File: config.mk
export PLATFORM = sky130hd
export DESIGN_NAME = tcp_header_frame_parser_top_flat
export DESIGN_NICKNAME = d
export VERILOG_FILES = /design/src/thfp_pkg.sv /design/src/thfp_if.sv /design/src/tcp_header_frame_parser_top.sv /design/src/flat_wrapper.sv
export SDC_FILE = /design/constraint.sdc
export NUM_CORES = 2
export LEC_CHECK = 0
export CAP_MARGIN = 40
export CORE_MARGIN = 3
export CORE_UTILIZATION = 31
export DETAILED_ROUTE_END_ITERATION = 10
export DONT_BUFFER_PORTS = 1
export GPL_ROUTABILITY_DRIVEN = 0
export SLEW_MARGIN = 30
export SYNTH_ARGS = -nofsm -noshare
export SYNTH_HDL_FRONTEND = slang
export SYNTH_SLANG_ARGS = --single-unit
File: constraint.sdc
create_clock -name clk -period 29.4 [get_ports clk]
set_input_delay 1.47 -clock clk [delete_from_list [all_inputs] [get_ports clk]]
set_output_delay 1.47 -clock clk [all_outputs]
set_load 0.02 [all_outputs]
File: src/thfp_pkg.sv
// Shared types and constants for the TCP header frame parser.
`timescale 1ns / 1ps

package thfp_pkg;

  // Default width of the saturating byte counter
  localparam int COUNT_BITS_DEF = 16;

  localparam logic [15:0] ETYPE_IPV4    = 16'h0800;
  localparam logic [15:0] ETYPE_IPV6    = 16'h86dd;
  localparam logic [15:0] FRAG_OFS_MASK = 16'h1fff;
  localparam logic [7:0]  PROTO_TCP     = 8'd6;
  localparam logic [3:0]  IP_VER4       = 4'd4;
  localparam logic [3:0]  IP_VER6       = 4'd6;

  typedef enum logic [1:0] {
    ST_OK      = 2'd0,
    ST_SHORT   = 2'd1,
    ST_NOMATCH = 2'd2
  } status_t;

  // One parsed header result
  typedef struct packed {
    status_t     status;
    logic        is_ipv6;
    logic [63:0] src_addr_hi;
    logic [63:0] src_addr_lo;
    logic [63:0] dst_addr_hi;
    logic [63:0] dst_addr_lo;
    logic [15:0] source_port;
    logic [15:0] dest_port;
    logic [31:0] seq_number;
    logic [31:0] ack_number;
    logic        rst_flag;
    logic [15:0] window_size;
  } result_t;

endpackage

File: src/thfp_if.sv
// Valid/ready channel interfaces for frame bytes and header results.
`timescale 1ns / 1ps

interface thfp_frame_if;
  logic       valid;
  logic       ready;
  logic [7:0] data_byte;
  logic       frame_end;

  modport source (output valid, data_byte, frame_end, input ready);
  modport sink   (input valid, data_byte, frame_end, output ready);
endinterface

interface thfp_header_if;
  import thfp_pkg::*;

  logic        valid;
  logic        ready;
  status_t     status;
  logic        is_ipv6;
  logic [63:0] src_addr_hi;
  logic [63:0] src_addr_lo;
  logic [63:0] dst_addr_hi;
  logic [63:0] dst_addr_lo;
  logic [15:0] source_port;
  logic [15:0] dest_port;
  logic [31:0] seq_number;
  logic [31:0] ack_number;
  logic        rst_flag;
  logic [15:0] window_size;

  modport source (output valid, status, is_ipv6, src_addr_hi, src_addr_lo, dst_addr_hi,
                  dst_addr_lo, source_port, dest_port, seq_number, ack_number, rst_flag,
                  window_size, input ready);
  modport sink   (input valid, status, is_ipv6, src_addr_hi, src_addr_lo, dst_addr_hi,
                  dst_addr_lo, source_port, dest_port, seq_number, ack_number, rst_flag,
                  window_size, output ready);
endinterface

File: src/tcp_header_frame_parser_top.sv
// Top level of the Ethernet IPv4/IPv6 TCP header parser.
// The parser takes one frame byte per clock on the frame channel and gives one
// header result per frame on the header channel; the result is registered from
// the beat that carries the last byte. Each byte is matched against fixed header
// offsets as it arrives and captured into holding registers; the final beat is
// judged in the same cycle, so a new frame may follow with no gap. Results pass
// through a two-entry output buffer, so the frame channel keeps taking beats
// while one result waits; it stalls only when both entries are full. The byte
// counter saturates at 2^COUNT_BITS - 1, and no byte past that point is captured.
`timescale 1ns / 1ps

module tcp_header_frame_parser_top #(
  parameter int COUNT_BITS = thfp_pkg::COUNT_BITS_DEF
) (
  input logic           clk,
  input logic           rst,
  thfp_frame_if.sink    frame,
  thfp_header_if.source header
);
  import thfp_pkg::*;

  localparam logic [COUNT_BITS-1:0] CNT_MAX = {COUNT_BITS{1'b1}};

  // Capture state
  logic [COUNT_BITS-1:0] byte_count;
  logic [15:0]           frame_type;
  logic [7:0]            version_ihl;
  logic [15:0]           frag_field;
  logic [7:0]            next_proto;
  logic [63:0]           src_hi, src_lo, dst_hi, dst_lo;
  logic [31:0]           port_pair;
  logic [63:0]           seq_ack;
  logic [7:0]            tcp_flags;
  logic [15:0]           window_reg;

  logic [COUNT_BITS-1:0] byte_count_next;
  logic [15:0]           frame_type_next;
  logic [7:0]            version_ihl_next;
  logic [15:0]           frag_field_next;
  logic [7:0]            next_proto_next;
  logic [63:0]           src_hi_next, src_lo_next, dst_hi_next, dst_lo_next;
  logic [31:0]           port_pair_next;
  logic [63:0]           seq_ack_next;
  logic [7:0]            tcp_flags_next;
  logic [15:0]           window_reg_next;

  // Output buffer
  result_t main_res, skid_res, res;
  logic    main_valid, skid_valid;

  logic accept, push, pop;

  assign frame.ready = !skid_valid;
  assign accept      = frame.valid && frame.ready;
  assign push        = accept && frame.frame_end;
  assign pop         = main_valid && header.ready;

  // Match the current byte offset against the header layout
  always_comb begin
    logic                  cap;
    logic [COUNT_BITS-1:0] idx;
    logic [COUNT_BITS-1:0] base;
    logic [COUNT_BITS-1:0] rel;
    logic [7:0]            b;
    logic                  v6;

    b   = frame.data_byte;
    idx = byte_count;
    cap = (byte_count != CNT_MAX);

    frame_type_next  = frame_type;
    version_ihl_next = version_ihl;
    frag_field_next  = frag_field;
    next_proto_next  = next_proto;
    src_hi_next      = src_hi;
    src_lo_next      = src_lo;
    dst_hi_next      = dst_hi;
    dst_lo_next      = dst_lo;
    port_pair_next   = port_pair;
    seq_ack_next     = seq_ack;
    tcp_flags_next   = tcp_flags;
    window_reg_next  = window_reg;
    byte_count_next  = cap ? byte_count + COUNT_BITS'(1) : byte_count;

    if (cap && (idx == COUNT_BITS'(12) || idx == COUNT_BITS'(13))) begin
      frame_type_next = {frame_type[7:0], b};
    end
    v6 = (frame_type_next == ETYPE_IPV6);

    if (cap && idx == COUNT_BITS'(14)) begin
      version_ihl_next = b;
    end

    if (v6) begin
      if (cap && idx == COUNT_BITS'(20)) begin
        next_proto_next = b;
      end
      if (cap && idx >= COUNT_BITS'(22) && idx < COUNT_BITS'(30)) begin
        src_hi_next = {src_hi[55:0], b};
      end
      if (cap && idx >= COUNT_BITS'(30) && idx < COUNT_BITS'(38)) begin
        src_lo_next = {src_lo[55:0], b};
      end
      if (cap && idx >= COUNT_BITS'(38) && idx < COUNT_BITS'(46)) begin
        dst_hi_next = {dst_hi[55:0], b};
      end
      if (cap && idx >= COUNT_BITS'(46) && idx < COUNT_BITS'(54)) begin
        dst_lo_next = {dst_lo[55:0], b};
      end
      base = COUNT_BITS'(54);
    end else begin
      if (cap && (idx == COUNT_BITS'(20) || idx == COUNT_BITS'(21))) begin
        frag_field_next = {frag_field[7:0], b};
      end
      if (cap && idx == COUNT_BITS'(23)) begin
        next_proto_next = b;
      end
      if (cap && idx >= COUNT_BITS'(26) && idx < COUNT_BITS'(30)) begin
        src_lo_next = {src_lo[55:0], b};
      end
      if (cap && idx >= COUNT_BITS'(30) && idx < COUNT_BITS'(34)) begin
        dst_lo_next = {dst_lo[55:0], b};
      end
      base = COUNT_BITS'(14) + COUNT_BITS'({version_ihl_next[3:0], 2'b00});
    end

    // TCP header fields relative to the start of the TCP header
    rel = idx - base;
    if (cap && idx >= base) begin
      priority if (rel < COUNT_BITS'(4)) begin
        port_pair_next = {port_pair[23:0], b};
      end else if (rel < COUNT_BITS'(12)) begin
        seq_ack_next = {seq_ack[55:0], b};
      end else if (rel == COUNT_BITS'(13)) begin
        tcp_flags_next = b;
      end else if (rel == COUNT_BITS'(14) || rel == COUNT_BITS'(15)) begin
        window_reg_next = {window_reg[7:0], b};
      end else begin
        // Data offset byte and everything past the window: hold
        window_reg_next = window_reg;
      end
    end
  end

  // Judge the frame from the state it will hold after this beat
  always_comb begin
    status_t               st;
    logic                  v6ok;
    logic [COUNT_BITS-1:0] v4_need;

    v4_need = COUNT_BITS'(30) + COUNT_BITS'({version_ihl_next[3:0], 2'b00});
    v6ok    = 1'b0;
    priority if (byte_count_next < COUNT_BITS'(14)) begin
      st = ST_SHORT;
    end else if (frame_type_next == ETYPE_IPV4) begin
      priority if (byte_count_next < COUNT_BITS'(34)) begin
        st = ST_SHORT;
      end else if (version_ihl_next[7:4] != IP_VER4) begin
        st = ST_NOMATCH;
      end else if ((frag_field_next & FRAG_OFS_MASK) != 16'd0) begin
        st = ST_NOMATCH;
      end else if (next_proto_next != PROTO_TCP) begin
        st = ST_NOMATCH;
      end else if (byte_count_next < v4_need) begin
        st = ST_SHORT;
      end else begin
        st = ST_OK;
      end
    end else if (frame_type_next == ETYPE_IPV6) begin
      priority if (byte_count_next < COUNT_BITS'(70)) begin
        st = ST_SHORT;
      end else if (version_ihl_next[7:4] != IP_VER6) begin
        st = ST_NOMATCH;
      end else if (next_proto_next != PROTO_TCP) begin
        st = ST_NOMATCH;
      end else begin
        st   = ST_OK;
        v6ok = 1'b1;
      end
    end else begin
      st = ST_NOMATCH;
    end

    res        = '0;
    res.status = st;
    if (st == ST_OK) begin
      res.is_ipv6     = v6ok;
      res.src_addr_hi = v6ok ? src_hi_next : 64'd0;
      res.src_addr_lo = v6ok ? src_lo_next : {32'd0, src_lo_next[31:0]};
      res.dst_addr_hi = v6ok ? dst_hi_next : 64'd0;
      res.dst_addr_lo = v6ok ? dst_lo_next : {32'd0, dst_lo_next[31:0]};
      res.source_port = port_pair_next[31:16];
      res.dest_port   = port_pair_next[15:0];
      res.seq_number  = seq_ack_next[63:32];
      res.ack_number  = seq_ack_next[31:0];
      res.rst_flag    = tcp_flags_next[2];
      res.window_size = window_reg_next;
    end
  end

  // Advance capture state; clear it after the last beat of a frame
  always_ff @(posedge clk) begin
    if (rst || push) begin
      byte_count  <= '0;
      frame_type  <= '0;
      version_ihl <= '0;
      frag_field  <= '0;
      next_proto  <= '0;
      src_hi      <= '0;
      src_lo      <= '0;
      dst_hi      <= '0;
      dst_lo      <= '0;
      port_pair   <= '0;
      seq_ack     <= '0;
      tcp_flags   <= '0;
      window_reg  <= '0;
    end else if (accept) begin
      byte_count  <= byte_count_next;
      frame_type  <= frame_type_next;
      version_ihl <= version_ihl_next;
      frag_field  <= frag_field_next;
      next_proto  <= next_proto_next;
      src_hi      <= src_hi_next;
      src_lo      <= src_lo_next;
      dst_hi      <= dst_hi_next;
      dst_lo      <= dst_lo_next;
      port_pair   <= port_pair_next;
      seq_ack     <= seq_ack_next;
      tcp_flags   <= tcp_flags_next;
      window_reg  <= window_reg_next;
    end
  end

  // Two-entry output buffer: main register in front, skid entry behind
  always_ff @(posedge clk) begin
    if (rst) begin
      main_valid <= 1'b0;
      skid_valid <= 1'b0;
    end else if (pop) begin
      if (skid_valid) begin
        main_res   <= skid_res;
        skid_valid <= 1'b0;
      end else if (push) begin
        main_res <= res;
      end else begin
        main_valid <= 1'b0;
      end
    end else if (push) begin
      if (!main_valid) begin
        main_res   <= res;
        main_valid <= 1'b1;
      end else begin
        skid_res   <= res;
        skid_valid <= 1'b1;
      end
    end
  end

  // Drive the header channel from the front entry
  assign header.valid       = main_valid;
  assign header.status      = main_res.status;
  assign header.is_ipv6     = main_res.is_ipv6;
  assign header.src_addr_hi = main_res.src_addr_hi;
  assign header.src_addr_lo = main_res.src_addr_lo;
  assign header.dst_addr_hi = main_res.dst_addr_hi;
  assign header.dst_addr_lo = main_res.dst_addr_lo;
  assign header.source_port = main_res.source_port;
  assign header.dest_port   = main_res.dest_port;
  assign header.seq_number  = main_res.seq_number;
  assign header.ack_number  = main_res.ack_number;
  assign header.rst_flag    = main_res.rst_flag;
  assign header.window_size = main_res.window_size;

endmodule
File: src/flat_wrapper.sv
// flat-port wrapper written by rule: the top's interface ports become plain ports
module tcp_header_frame_parser_top_flat import thfp_pkg::*;
#(
  parameter int COUNT_BITS = thfp_pkg::COUNT_BITS_DEF
)
  (clk, rst, frame_valid, frame_data_byte, frame_frame_end, frame_ready, header_valid, header_status, header_is_ipv6, header_src_addr_hi, header_src_addr_lo, header_dst_addr_hi, header_dst_addr_lo, header_source_port, header_dest_port, header_seq_number, header_ack_number, header_rst_flag, header_window_size, header_ready);
  thfp_frame_if frame_i ();
  thfp_header_if header_i ();
  input logic clk;
  input logic rst;
  input wire logic [$bits(frame_i.valid)-1:0] frame_valid;
  input wire logic [$bits(frame_i.data_byte)-1:0] frame_data_byte;
  input wire logic [$bits(frame_i.frame_end)-1:0] frame_frame_end;
  output wire logic [$bits(frame_i.ready)-1:0] frame_ready;
  output wire logic [$bits(header_i.valid)-1:0] header_valid;
  output wire logic [$bits(header_i.status)-1:0] header_status;
  output wire logic [$bits(header_i.is_ipv6)-1:0] header_is_ipv6;
  output wire logic [$bits(header_i.src_addr_hi)-1:0] header_src_addr_hi;
  output wire logic [$bits(header_i.src_addr_lo)-1:0] header_src_addr_lo;
  output wire logic [$bits(header_i.dst_addr_hi)-1:0] header_dst_addr_hi;
  output wire logic [$bits(header_i.dst_addr_lo)-1:0] header_dst_addr_lo;
  output wire logic [$bits(header_i.source_port)-1:0] header_source_port;
  output wire logic [$bits(header_i.dest_port)-1:0] header_dest_port;
  output wire logic [$bits(header_i.seq_number)-1:0] header_seq_number;
  output wire logic [$bits(header_i.ack_number)-1:0] header_ack_number;
  output wire logic [$bits(header_i.rst_flag)-1:0] header_rst_flag;
  output wire logic [$bits(header_i.window_size)-1:0] header_window_size;
  input wire logic [$bits(header_i.ready)-1:0] header_ready;
  assign frame_i.valid = frame_valid;
  assign frame_i.data_byte = frame_data_byte;
  assign frame_i.frame_end = frame_frame_end;
  assign frame_ready = frame_i.ready;
  assign header_valid = header_i.valid;
  assign header_status = header_i.status;
  assign header_is_ipv6 = header_i.is_ipv6;
  assign header_src_addr_hi = header_i.src_addr_hi;
  assign header_src_addr_lo = header_i.src_addr_lo;
  assign header_dst_addr_hi = header_i.dst_addr_hi;
  assign header_dst_addr_lo = header_i.dst_addr_lo;
  assign header_source_port = header_i.source_port;
  assign header_dest_port = header_i.dest_port;
  assign header_seq_number = header_i.seq_number;
  assign header_ack_number = header_i.ack_number;
  assign header_rst_flag = header_i.rst_flag;
  assign header_window_size = header_i.window_size;
  assign header_i.ready = header_ready;
  tcp_header_frame_parser_top #(.COUNT_BITS(COUNT_BITS)) u_core (.clk(clk), .rst(rst), .frame(frame_i), .header(header_i));
endmodule
; ---- Yosys cells after proc, flatten, opt, wreduce, memory -nomap -nowiden
; Index checks and enable logic that the tools add are counted.
[word_totals]
regBits = 1178
input_bits = 13
out_inout_bits = 374
elab_cells = 182
[op_classes]
n_addsub = 4
n_lt_le_gt_ge = 17
n_eq_ne = 18
mux = 64
n_bitwise = 4
reduce_logical = 35
[ops]
columns = operator, n
row1 = 372-bit two-way mux, 5
row2 = 64-bit two-way mux, 17
row3 = 370-bit two-way mux, 1
row4 = 16-bit two-way mux, 8
row5 = 16-bit by 4-bit equality test with 1-bit output (second input constant), 6
row6 = 16-bit by 6-bit < comparator with 1-bit output (second input constant), 5
row7 = 32-bit two-way mux, 2
row8 = 16-bit by 5-bit equality test with 1-bit output (second input constant), 3
row9 = 16-bit by 5-bit >= comparator with 1-bit output (second input constant), 3
row10 = 16-bit by 6-bit >= comparator with 1-bit output (second input constant), 2
row11 = 16-bit by 4-bit < comparator with 1-bit output (second input constant), 2
row12 = 8-bit two-way mux, 4
row13 = 13-bit two-way mux, 2
row14 = 1-bit logical AND, 20
row15 = 2-bit two-way mux, 10
row16 = 16-bit by 1-bit adder with 16-bit output (second input constant), 1
row17 = 16-bit by 12-bit equality test with 1-bit output (second input constant), 1
row18 = 16-bit equality test (second input constant), 1
row19 = 16-bit >= comparator, 1
row20 = 16-bit < comparator, 1
row21 = 16-bit by 3-bit < comparator with 1-bit output (second input constant), 1
row22 = 16-bit by 5-bit < comparator with 1-bit output (second input constant), 1
row23 = 16-bit by 7-bit < comparator with 1-bit output (second input constant), 1
row24 = 16-bit inequality test (second input constant), 1
row25 = 19 further kinds, 43

; ---- Longest topological paths before layout
[depth]
ltp_word = 18
mapped_depth = 19
ltp_nobuf = 16

; ---- Worst setup path before layout
; OpenSTA, ideal clock, no wires.
[synth_path]
path_type = input-to-reg
from = input frame_valid
to = register u_core.skid_res[0] (netlist name), enable pin
setup_ps = 1570
arrival_ps = 27382
t_required_ps = 27830
path_slack_ps = 448
cell_stages = 4
path_buffers = 1
cell_sequence = nor2b_1 -> clkbuf_1 -> nand2_1 -> nor3_1
[synth_via]
elab_chain_cells = 3
[synth_rtl]
columns = element, line_no
row1 = start: declaration, flat_wrapper.sv:11  ; input wire logic [$bits(frame_i.valid)-1:0] frame_valid;
row2 = 1-bit logical AND, tcp_header_frame_parser_top.sv:54  ; assign accept = frame.valid && frame.ready;
row3 = 1-bit logical AND, tcp_header_frame_parser_top.sv:55  ; assign push = accept && frame.frame_end;
row4 = 4-bit AND reduction (no line), -
row5 = end signal: assignment, tcp_header_frame_parser_top.sv:253  ; skid_res <= res;
row6 = end: declaration, tcp_header_frame_parser_top.sv:48  ; result_t main_res, skid_res, res;
; No other way between the ends.
; A chain may end at the register's enable or synchronous reset.

; ---- Final worst setup path
[layout_path]
from = register u_core.byte_count[1]
to = register u_core.main_res, in the netlist u_core.header.seq_number[4], data pin
[layout_via]
elab_chain_cells = 18
elab_cells_between_ends = 62
cone_classes = add/sub: 4 / order compare: 7 / eq/ne: 12 / mux: 29 / reduce/logical: 10
[layout_rtl]
columns = element, line_no
row1 = start: declaration, tcp_header_frame_parser_top.sv:25  ; logic [COUNT_BITS-1:0] byte_count;
row2 = start signal: assignment, tcp_header_frame_parser_top.sv:218  ; byte_count <= byte_count_next;
row3 = branches (longest 14 deep; another with 16-bit subtractor), -
row4 = 370-bit two-way mux *, tcp_header_frame_parser_top.sv:186  ; if (st == ST_OK) begin
row5 = 372-bit two-way mux (on tied branches), "tcp_header_frame_parser_top.sv:249, tcp_header_frame_parser_top.sv:243"
row6 = 372-bit two-way mux (on tied branches), "tcp_header_frame_parser_top.sv:248, tcp_header_frame_parser_top.sv:240"
row7 = 372-bit two-way mux *, tcp_header_frame_parser_top.sv:239  ; end else if (pop) begin
row8 = end signal: assignment, tcp_header_frame_parser_top.sv:241  ; main_res <= skid_res;
row9 = end signal: assignment, tcp_header_frame_parser_top.sv:244  ; main_res <= res;
row10 = end signal: assignment, tcp_header_frame_parser_top.sv:250  ; main_res <= res;
row11 = end: declaration, tcp_header_frame_parser_top.sv:48
; Mark *: on every way between the ends. The select of a mux whose other input is x is not followed.

==> impl_metrics.json <==
{
  "postCtsSetupRepairBufs": 0,
  "slowest_stage": "dfxtp_1",
  "worst_pin_slew_ns": 1.046,
  "via_per_inst": 4.967,
  "cts_max_path_buffers": 3,
  "finalHoldViolations": 0,
  "power_switching_uw": 766.7,
  "die_h_um": 408.7,
  "grt_busiest_layer": "met2",
  "swShare_pct": 22.01,
  "antenna_found_initial": 3,
  "clk_latency_ns": 0.78,
  "seq_area_frac_synth_pct": 61.66,
  "p_per_area_mw_per_mm2": 61.22,
  "ir_worst_vdd_mv": 0.06200,
  "die-area_mm2": 0.1670,
  "comb_power_share_pct": 1.2,
  "setup_viol": 0,
  "cp-start-kind": "register",
  "rsz0062_at_grt": "false",
  "whs_ns": 0.4493,
  "top_register": "u_core.skid_res",
  "status": "completed",
  "layout-area-overhead-vs-synth_pct": 13.22,
  "die_w_um": 408.7,
  "p_int_mw": 2.717,
  "min_path_type": "reg -> reg",
  "syn_inst": 4627,
  "worstSetupPathType": "reg -> reg",
  "io_pins": 387,
  "cts.sinks": 1176,
  "drive_above_1_share_pct": 9.856,
  "antenna_cells": 0,
  "rows": 147,
  "cp_top_family": "simple AND/OR/NAND/NOR gates",
  "largest_reg_flops": 372,
  "h-tree-depth": 4,
  "core_area_mm2": 0.1608,
  "slew_headroom_pct": 30.28,
  "grt_pass1_wl_mm": 206.3,
  "yosysWarnings": 0,
  "seqPwrFrac_pct": 51.2,
  "detail-route-antenna-nets": 0,
  "layout_min_cycle_time_ns": 6.372,
  "drv_slew": 0,
  "syn-num-nets": 4656,
  "cts_resized": 0,
  "grt_overflow": 0,
  "fin_skew_ns": 0.03619,
  "ys_seq_elements": 1176,
  "arrival_ns": 6.84,
  "grt_pass1_vias": 31811,
  "drc": 0,
  "fin_tns_setup_ns": 0,
  "pwr-share-clk_pct": 47.6,
  "drt_iter0_markers": 2872,
  "cp_max_fo": 39,
  "p_leak_nw": 15.51,
  "postRouteWirelength_mm": 137.2,
  "synth.distinct_cells": 76,
  "fmax_ghz": 0.1569,
  "grt_use_met3_pct": 5.924,
  "synth_async_sr_flop_share_pct": 0,
  "cap_violations": 0,
  "dp_hpwl_mm": 84.80,
  "cts.clk_slew.worst_paths_ns": 0.06,
  "cts_tree": "yes",
  "cts_buffers": 133,
  "synth_edf_count": 744,
  "floorplan.initialDensity_pct": 31.27,
  "post_drt_wl_per_cell_um": 20.34,
  "worstSetupEndpointType": "register",
  "clockRootBuffer": "clkbuf_16",
  "syn_area_mm2": 0.05026,
  "cp.buffers_inverters": 3,
  "synth_ff_type": "edfxtp_1",
  "syn_area_per_cell_um2": 10.86,
  "use_met2_pct": 23.80,
  "crit_required_ns": 29.87,
  "grt_usage_pct": 16.01,
  "fin_crit_sh_pct": 21.67,
  "grt_use_met1_pct": 21.54,
  "portBuffers": 0,
  "num_vias": 33506,
  "cpPeakStageDelay_ns": 0.70,
  "nets": 4502,
  "ctsHoldBuffers": 0,
  "drt-pass1-iter-count": 6,
  "crit_chain": "inv_1 > ha_1 > nor2_1 > nor2_1 > mux2i_1 > or4_1 > ha_1 > and3b_1 > a211o_1 > a221oi_1 > nand2_1 > nor2_4 > buf_4 > buf_4 > mux2i_1 > a211oi_2",
  "grt_max_degree": 187
}
==> path summary, 6_finish.rpt <==
kind	from	end	slack (ns)	cells past startpoint
worst max-delay path	u_core.byte_count[1]	u_core.header.seq_number[4]	23.03	16
worst max register to register	u_core.byte_count[1]	u_core.header.seq_number[4]	23.03	16
worst min-delay path	u_core.dst_hi[57]	u_core.dst_hi[57]	0.45	2
worst min register to register	u_core.dst_hi[57]	u_core.dst_hi[57]	0.45	2
==> worst min-delay path, delay by kind of cell, from the launching register on <==
| kind | cells | cell delay, ns |
|---|---|---|
| simple gates | 1 | 0.05 |
| flops | 1 | 0.31 |
| compound gates | 1 | 0.05 |
==> synth_stat cells (11+ instances only) <==
library cell | instances | area share (%)
buf_6 | 14 | 0.31
dfxtp_1 | 432 | 17
ha_1 | 15 | 0.37
clkbuf_1 | 260 | 1.9
mux2i_1 | 410 | 8.2
buf_2 | 55 | 0.55
nand3_1 | 22 | 0.22
edfxtp_1 | 744 | 44
nor2_1 | 630 | 4.7
xor2_1 | 11 | 0.19
nor3_1 | 23 | 0.23
o31ai_1 | 196 | 2.9
a211oi_2 | 130 | 3.2
a21oi_1 | 401 | 4.0
nor4_1 | 14 | 0.17
inv_1 | 17 | 0.13
a211oi_1 | 55 | 0.82
nand4_1 | 14 | 0.17
buf_1 | 24 | 0.18
o21ai_0 | 18 | 0.18
nand2_1 | 998 | 7.5
==> stage by stage <==
stage	area, um2	utilization (%)	std cells	worst slack (ns)	total power, mW
floorplan	50260	-	4627	0.4476	1.858
global placement	51980	32.34	6475	22.87	1.860
CTS	56720	35.28	6738	23.06	3.533
global route	56910	35.40	6746	22.66	3.605
detailed placement	52330	32.55	6490	23.05	1.861
finish	56910	35.40	6746	23.03	3.484
==> layout make-up <==
cell class                      count  area, um2
Clock buffer                      185       3757
Clock inverter                     63      631.9
Fill cell                       15866     103800
Inverter                           17      63.81
Multi-Input combinational cell   3070      17790
Sequential cell                  1176      30990
Tap cell                         2160       2703
Timing Repair Buffer               75      970.9
==> per-layer routing <==
layer	routed length, um	part of all wire, %	up-vias
met3	12820	9.3	200
met1	60660	44	16238
met5	215	0.16	-
li1	-	-	16101
met2	60010	44	965
met4	3515	2.6	2
==> power by group through the flow <==
stage / clock, mW / sequential (mW) / combinational [mW]
6_report: 1.66 / 1.78 / 0.0407
5_1_grt: 1.77 / 1.79 / 0.0447
4_1_cts: 1.71 / 1.78 / 0.0415
3_5_place_dp: 0 / 1.82 / 0.0414
3_3_place_gp: 0 / 1.82 / 0.0396
2_1_floorplan: 0 / 1.83 / 0.0294
==> cells in the final DEF, fill, tap and decap left out, types with 15 or more instances in the layout <==
cell	instances
o31ai_1	196
mux2i_1	410
o21ai_0	18
clkbuf_1	32
a21oi_1	399
clkbuf_8	17
nor3_1	22
dfxtp_1	432
inv_1	17
clkinv_1	16
nand3_1	21
edfxtp_1	744
a211oi_2	130
clkinv_2	17
clkbuf_16	136
ha_1	15
nand2_1	992
buf_4	45
nor2_1	625
a211oi_1	55
==> logic make-up (layout without fill, tap and decap cells) <==
group | count (synthesis) | count (layout) | synth area share (%)
buffers and inverters | 381 | 340 | 3.269
AND/OR/NAND/NOR | 1775 | 1775 | 14.11
flip-flops | 1176 | 1176 | 61.66
AO/OA/AOI/OAI | 845 | 845 | 11.95
XOR/XNOR | 21 | 21 | 0.3659
adder cells (fa/ha/maj) | 16 | 16 | 0.4132
multiplexers | 413 | 413 | 8.232
(Power assumes the default switching activity.)
